<file path="src/hw/rtl/foc_tf_pkg.sv">
package foc_tf_pkg;

    // pipeline depth: trig/sum, products, park/clarke, scale, duty
    localparam int PIPE_DEPTH = 5;

    // fixed-point gains
    localparam logic signed [15:0] BETA_GAIN  = 16'sd18918;
    localparam logic signed [15:0] SCALE_GAIN = 16'sd28377;
    localparam logic signed [17:0] V_OFFSET   = 18'sd16384;

    // configuration register indexes
    localparam logic [1:0] CFG_VD_REFERENCE = 2'd0;
    localparam logic [1:0] CFG_VQ_REFERENCE = 2'd1;
    localparam logic [1:0] CFG_HALF_PERIOD  = 2'd2;

    // configuration reset values
    localparam logic signed [15:0] VD_RESET = 16'sd0;
    localparam logic signed [15:0] VQ_RESET = 16'sd800;
    localparam logic [14:0]        HP_RESET = 15'd1440;

    // angle quadrant codes
    localparam logic [1:0] QUAD_0 = 2'd0;
    localparam logic [1:0] QUAD_1 = 2'd1;
    localparam logic [1:0] QUAD_2 = 2'd2;
    localparam logic [1:0] QUAD_3 = 2'd3;

    // stage load enables from the pipeline control
    typedef struct packed {
        logic [PIPE_DEPTH-1:0] load;
    } pipe_ctrl_t;

    // configuration register contents
    typedef struct packed {
        logic signed [15:0] vd_reference;
        logic signed [15:0] vq_reference;
        logic [14:0]        half_period;
    } cfg_regs_t;

    // quarter-wave sine, q15
    localparam logic [15:0] QUARTER_SINE [256] = '{
        16'h0000,16'h00C9,16'h0192,16'h025B,16'h0324,16'h03ED,16'h04B6,16'h057F,
        16'h0648,16'h0711,16'h07D9,16'h08A2,16'h096A,16'h0A33,16'h0AFB,16'h0BC4,
        16'h0C8C,16'h0D54,16'h0E1C,16'h0EE3,16'h0FAB,16'h1072,16'h113A,16'h1201,
        16'h12C8,16'h138F,16'h1455,16'h151C,16'h15E2,16'h16A8,16'h176E,16'h1833,
        16'h18F9,16'h19BE,16'h1A82,16'h1B47,16'h1C0B,16'h1CCF,16'h1D93,16'h1E57,
        16'h1F1A,16'h1FDD,16'h209F,16'h2161,16'h2223,16'h22E5,16'h23A6,16'h2467,
        16'h2528,16'h25E8,16'h26A8,16'h2767,16'h2826,16'h28E5,16'h29A3,16'h2A61,
        16'h2B1F,16'h2BDC,16'h2C99,16'h2D55,16'h2E11,16'h2ECC,16'h2F87,16'h3041,
        16'h30FB,16'h31B5,16'h326E,16'h3326,16'h33DF,16'h3496,16'h354D,16'h3604,
        16'h36BA,16'h376F,16'h3824,16'h38D9,16'h398C,16'h3A40,16'h3AF2,16'h3BA5,
        16'h3C56,16'h3D07,16'h3DB8,16'h3E68,16'h3F17,16'h3FC5,16'h4073,16'h4121,
        16'h41CE,16'h427A,16'h4325,16'h43D0,16'h447A,16'h4524,16'h45CD,16'h4675,
        16'h471C,16'h47C3,16'h4869,16'h490F,16'h49B4,16'h4A58,16'h4AFB,16'h4B9D,
        16'h4C3F,16'h4CE0,16'h4D81,16'h4E20,16'h4EBF,16'h4F5D,16'h4FFB,16'h5097,
        16'h5133,16'h51CE,16'h5268,16'h5302,16'h539B,16'h5432,16'h54C9,16'h5560,
        16'h55F5,16'h568A,16'h571D,16'h57B0,16'h5842,16'h58D3,16'h5964,16'h59F3,
        16'h5A82,16'h5B0F,16'h5B9C,16'h5C28,16'h5CB3,16'h5D3E,16'h5DC7,16'h5E4F,
        16'h5ED7,16'h5F5D,16'h5FE3,16'h6068,16'h60EB,16'h616E,16'h61F0,16'h6271,
        16'h62F1,16'h6370,16'h63EE,16'h646C,16'h64E8,16'h6563,16'h65DD,16'h6656,
        16'h66CF,16'h6746,16'h67BC,16'h6832,16'h68A6,16'h6919,16'h698B,16'h69FD,
        16'h6A6D,16'h6ADC,16'h6B4A,16'h6BB7,16'h6C23,16'h6C8E,16'h6CF8,16'h6D61,
        16'h6DC9,16'h6E30,16'h6E96,16'h6EFB,16'h6F5E,16'h6FC1,16'h7022,16'h7083,
        16'h70E2,16'h7140,16'h719D,16'h71F9,16'h7254,16'h72AE,16'h7307,16'h735E,
        16'h73B5,16'h740A,16'h745F,16'h74B2,16'h7504,16'h7555,16'h75A5,16'h75F3,
        16'h7641,16'h768D,16'h76D8,16'h7722,16'h776B,16'h77B3,16'h77FA,16'h783F,
        16'h7884,16'h78C7,16'h7909,16'h794A,16'h7989,16'h79C8,16'h7A05,16'h7A41,
        16'h7A7C,16'h7AB6,16'h7AEE,16'h7B26,16'h7B5C,16'h7B91,16'h7BC5,16'h7BF8,
        16'h7C29,16'h7C59,16'h7C88,16'h7CB6,16'h7CE3,16'h7D0E,16'h7D39,16'h7D62,
        16'h7D89,16'h7DB0,16'h7DD5,16'h7DFA,16'h7E1D,16'h7E3E,16'h7E5F,16'h7E7E,
        16'h7E9C,16'h7EB9,16'h7ED5,16'h7EEF,16'h7F09,16'h7F21,16'h7F37,16'h7F4D,
        16'h7F61,16'h7F74,16'h7F86,16'h7F97,16'h7FA6,16'h7FB4,16'h7FC1,16'h7FCD,
        16'h7FD8,16'h7FE1,16'h7FE9,16'h7FF0,16'h7FF5,16'h7FF9,16'h7FFD,16'h7FFE
    };

endpackage

</file>
<file path="src/hw/rtl/foc_tf_park.sv">
module foc_tf_park (
    input  logic                    aclk,
    input  foc_tf_pkg::pipe_ctrl_t  ctrl,
    input  logic signed [15:0]      current_a,
    input  logic signed [15:0]      current_b,
    input  logic signed [15:0]      sine,
    input  logic signed [15:0]      cosine,
    output logic signed [17:0]      current_d,
    output logic signed [17:0]      current_q
);
    import foc_tf_pkg::*;

    logic signed [15:0] ia0_reg;
    logic signed [17:0] sum0_reg;
    logic signed [17:0] sum0_next;

    logic signed [33:0] beta_prod;
    logic signed [31:0] iacs_prod;
    logic signed [31:0] iasn_prod;
    logic signed [17:0] ibeta1_reg;
    logic signed [16:0] iacs1_reg;
    logic signed [16:0] iasn1_reg;
    logic signed [15:0] sin1_reg;
    logic signed [15:0] cos1_reg;

    logic signed [33:0] bsn_prod;
    logic signed [33:0] bcs_prod;
    logic signed [17:0] id_next;
    logic signed [17:0] iq_next;
    logic signed [17:0] id2_reg;
    logic signed [17:0] iq2_reg;
    logic signed [17:0] id3_reg;
    logic signed [17:0] iq3_reg;
    logic signed [17:0] id4_reg;
    logic signed [17:0] iq4_reg;

    // stage 0: ia + 2*ib
    assign sum0_next = {{2{current_a[15]}}, current_a} + {current_b[15], current_b, 1'b0};

    always_ff @(posedge aclk) begin
        if (ctrl.load[0]) begin
            ia0_reg  <= current_a;
            sum0_reg <= sum0_next;
        end
    end

    // stage 1: clarke beta and alpha products
    assign beta_prod = sum0_reg * BETA_GAIN;
    assign iacs_prod = ia0_reg * cosine;
    assign iasn_prod = ia0_reg * sine;

    always_ff @(posedge aclk) begin
        if (ctrl.load[1]) begin
            ibeta1_reg <= beta_prod[32:15];
            iacs1_reg  <= iacs_prod[31:15];
            iasn1_reg  <= iasn_prod[31:15];
            sin1_reg   <= sine;
            cos1_reg   <= cosine;
        end
    end

    // stage 2: park rotation
    assign bsn_prod = ibeta1_reg * sin1_reg;
    assign bcs_prod = ibeta1_reg * cos1_reg;
    assign id_next  = {iacs1_reg[16], iacs1_reg} + bsn_prod[32:15];
    assign iq_next  = bcs_prod[32:15] - {iasn1_reg[16], iasn1_reg};

    always_ff @(posedge aclk) begin
        if (ctrl.load[2]) begin
            id2_reg <= id_next;
            iq2_reg <= iq_next;
        end
    end

    // stages 3 and 4: delay to line up with the duty path
    always_ff @(posedge aclk) begin
        if (ctrl.load[3]) begin
            id3_reg <= id2_reg;
            iq3_reg <= iq2_reg;
        end
        if (ctrl.load[4]) begin
            id4_reg <= id3_reg;
            iq4_reg <= iq3_reg;
        end
    end

    assign current_d = id4_reg;
    assign current_q = iq4_reg;

endmodule

</file>
<file path="config.mk">
export PLATFORM = sky130hd
export DESIGN_NAME = foc_tf_park
export DESIGN_NICKNAME = d
export VERILOG_FILES = /design/src/hw/rtl/foc_tf_pkg.sv /design/src/hw/rtl/foc_tf_park.sv
export SDC_FILE = /design/constraint.sdc
export NUM_CORES = 2
export LEC_CHECK = 0
export BUFFER_PORTS_ARGS = -buffer_cell sky130_fd_sc_hd__buf_2
export CORE_MARGIN = 2
export CORE_UTILIZATION = 65
export CTS_CLUSTER_SIZE = 40
export DETAILED_ROUTE_END_ITERATION = 10
export PLACE_DENSITY = 0.79
export SYNTH_ARGS = -nofsm -noshare
export SYNTH_HDL_FRONTEND = slang
export SYNTH_SLANG_ARGS = --single-unit
</file>
<file path="constraint.sdc">
create_clock -name aclk -period 8.8 [get_ports aclk]
set_input_delay 1.76 -clock aclk [delete_from_list [all_inputs] [get_ports aclk]]
set_output_delay 1.76 -clock aclk [all_outputs]
set_load 0.005 [all_outputs]
</file>
==> results.txt <==
- Worst path slowest cell: sky130_fd_sc_hd__edfxtp_1
- The region available for standard cell placement spans 79100 um2.
* Clock skew after layout: 0.0165 ns
- Number of different library cells in the post-synthesis netlist: 64
* Number of synthesized flops with an enable pin: 225
- For this run, the leading register cell type out of synthesis is sky130_fd_sc_hd__edfxtp_1.
- The floorplan step defined a die boundary enclosing 82400 um2.
* Tightest Pin Transition: 1.15 ns
- Setup repair after global routing left no endpoint under its margin.
- Routed wire length: 122000 um
- Post-detailed-route DRC marker count: 0
* Hold buffer count at CTS: 0
- Gates resized during post-CTS repair numbered 0.
* Routed via count: 35200
- After clock tree synthesis, the clock-pin slew on the worst setup and hold paths is 0.06 ns.
- Wirelength per Cell: 19.2 um
- # clock sinks: 225
- The tool flagged a number of max-cap violations equal to 0.
- The share of the Yosys chip area taken by registers is 0.130.
- The number of max-slew violations in the final report was 0.
* Slowest stage delay, CP: 1.05 ns
- By startpoint and endpoint, the worst setup path is classified as reg -> reg.
- Critical path capture point type: flip-flop
- Sort of element at the start of the critical path: flip-flop
* Number of nets still failing antenna checks after routing: 0
- The clock reaches the later pin of the worst-skew pair after 0.57 ns.
* Crit-path leading delay family: adder cells
- The number of global-route vias before repair was 39400.
- Number of storage elements in the synthesis netlist: 225
* Run status: finished, final reports clean
- The die is 287 um wide.
- Total of endpoints with negative setup slack in the final report: 0
* Post-CTS setup-driven buffer insertion count: 0
- Yosys warning total: 0
* First DRT Iteration DRCs: 2285
- Commonest non-fill, non-tap cells in the layout: sky130_fd_sc_hd__inv_1, sky130_fd_sc_hd__fa_1, sky130_fd_sc_hd__nand2_1
- TritonCTS clock tree: yes
- Upper clock frequency limit: 0.120 GHz
* Share of layout cells above drive strength 1: 0.0498
* Starting density of the core: 0.658
* Share of synthesized flip-flops with an asynchronous set or reset: 0
- In the finished design, the share of the clock period the worst path needs comes to 0.948.
* Max transition margin: 0.234
- Number of buffers created by CTS: 26
- Number of input and output port buffers inserted: 105
- After routing, the total negative slack on setup checks comes to 0 ns.
- The first global-routing pass estimated 202000 um of wire.
* Gate count of the mapped netlist: 5208
- In this run the deepest clock path goes through 3 buffers.
- Die height: 287 um
- Antenna violations before repair: 3
- GRT overflow: 0
- Max FO, Critical Path: 18
- Signal arrival time at the worst endpoint: 8.65 ns
- Total nets after synthesis: 6939
- The critical path contains buffers and inverters numbering 3 combined.
- Entering global routing, the biggest net connects 59 pins.
* Buffer cell driving the clock tree root: sky130_fd_sc_hd__clkbuf_16
- Type of the tightest min-delay check: reg -> reg
- 106 I/O pins were placed.
* Total routing usage reported by global routing: 0.316
- The smallest clock period supported by the final layout is computed as 8.34 ns.
- Mean instance size in the synthesized netlist: 10.0 um2
- The final count of hold timing violations was 0.
- Drt pass-1 iters: 5
- The cell area that synthesis handed to floorplanning was 52100 um2.
* Via density per instance: 5.56
- Most common cell after layout, fill and taps aside: sky130_fd_sc_hd__inv_1
- The number of antenna diodes in the final layout is 0.
- Area growth from synthesis to final layout: 5.47%
- Weighted congestion at the end of routability-driven global placement: 0.945
* Cell repeated most along the worst path: sky130_fd_sc_hd__fa_1
* Req. time, crit path: 9.10 ns
- DP Wirelength: 98900 um
- Net count reported at finish: 6988
- In this run the number of H-tree levels came out at 1.
* Number of standard-cell rows in the floorplan: 103
==> worst reg2reg max path: cells and delay by family, from the launching register on <==
kind            cells  cell delay (ns)
buf+inv             3             0.17
simple gates        4             0.79
compound gates     11             2.20
fa+ha+maj           8             3.66
xor+xnor            2             0.24
flops               1             1.05
==> final cells by class <==
| cell class | count | area (um2) |
|---|---|---|
| clock buffer | 30 | 687 |
| clock inverter | 17 | 213 |
| fill | 5986 | 24200 |
| inverter | 1373 | 5150 |
| multi-input combinational | 3428 | 39500 |
| sequential | 225 | 6760 |
| tap | 1050 | 1310 |
| timing repair buffer | 203 | 1330 |
==> layer usage <==
layer,vias up,track usage,wire length (um)
li1,15400,-,-
met1,17900,0.405,45500
met2,1442,0.548,61200
met3,343,0.0472,9880
met4,4,0.114,5100
met5,-,0,24
==> Yosys cell counts, drive strengths merged (3+ instances only) <==
master   instances  share of area
or4              3        0.00043
edfxtp         225           0.13
a21boi           4        0.00058
o2111ai          4        0.00067
a21oi           73         0.0072
nand3           23         0.0022
o21a            29         0.0042
nor2b           16         0.0019
o21ai           51         0.0050
nor3            25         0.0024
inv           1372          0.099
xnor2          134          0.023
a31oi            6        0.00072
ha             474           0.11
fa            1187           0.46
xor2            41         0.0069
o211ai           5        0.00072
nor4             4        0.00048
nand2          608          0.044
mux2i            4        0.00077
clkbuf         180          0.013
a31o             3        0.00050
o41ai            7         0.0020
nand2b          50         0.0061
a211oi          16         0.0024
and2           445          0.053
nand4           12         0.0014
and3             4        0.00048
or3              9         0.0011
a21o            35         0.0050
o31a             3        0.00050
nor2           117         0.0084
a211o            3        0.00050
o21bai           8         0.0012
==> path summary, 6_finish.rpt <==
check | start | end | slack, ns | cells after the start
max | sin1_reg[2]$_DFFE_PP_ | id2_reg[17]$_DFFE_PP_ | 0.46 | 28
min | iq3_reg[6]$_DFFE_PP_ | current_q[6]$_DFFE_PP_ | 0.42 | 0
max reg2reg | sin1_reg[2]$_DFFE_PP_ | id2_reg[17]$_DFFE_PP_ | 0.46 | 28
min reg2reg | iq3_reg[6]$_DFFE_PP_ | current_q[6]$_DFFE_PP_ | 0.42 | 0
==> per-stage QoR <==
| step | utilization | area [um2] | hold WS (ns) | std cells | setup WS (ns) |
|---|---|---|---|---|---|
| 4_1_cts | 0.693 | 54900 | 0.418 | 6320 | 0.405 |
| 2_1_floorplan | - | 52100 | 0.400 | 5208 | 1.20 |
| 3_5_place_dp | 0.682 | 54000 | 0.405 | 6273 | 0.421 |
| 6_report | 0.694 | 54900 | 0.416 | 6326 | 0.455 |
| 3_3_place_gp | 0.682 | 54000 | 0.401 | 6273 | 0.566 |
| 5_1_grt | 0.694 | 54900 | 0.425 | 6326 | 0.0251 |
==> kinds of logic (layout without fill, tap and decap cells) <==
| logic type | after synthesis | in the layout | synth area share |
|---|---|---|---|
| muxes | 4 | 4 | 0.000769 |
| AOI/OAI and AO/OA | 268 | 268 | 0.0350 |
| buffers and inverters | 1555 | 1623 | 0.112 |
| xor gates and xnor gates | 175 | 175 | 0.0294 |
| DFF | 225 | 225 | 0.130 |
| adders and majority gates | 1661 | 1661 | 0.570 |
| and+or+nand+nor | 1320 | 1320 | 0.123 |
Power is not shown: default switching activity piles up to over one toggle a cycle in this logic, so the estimate is an artifact.
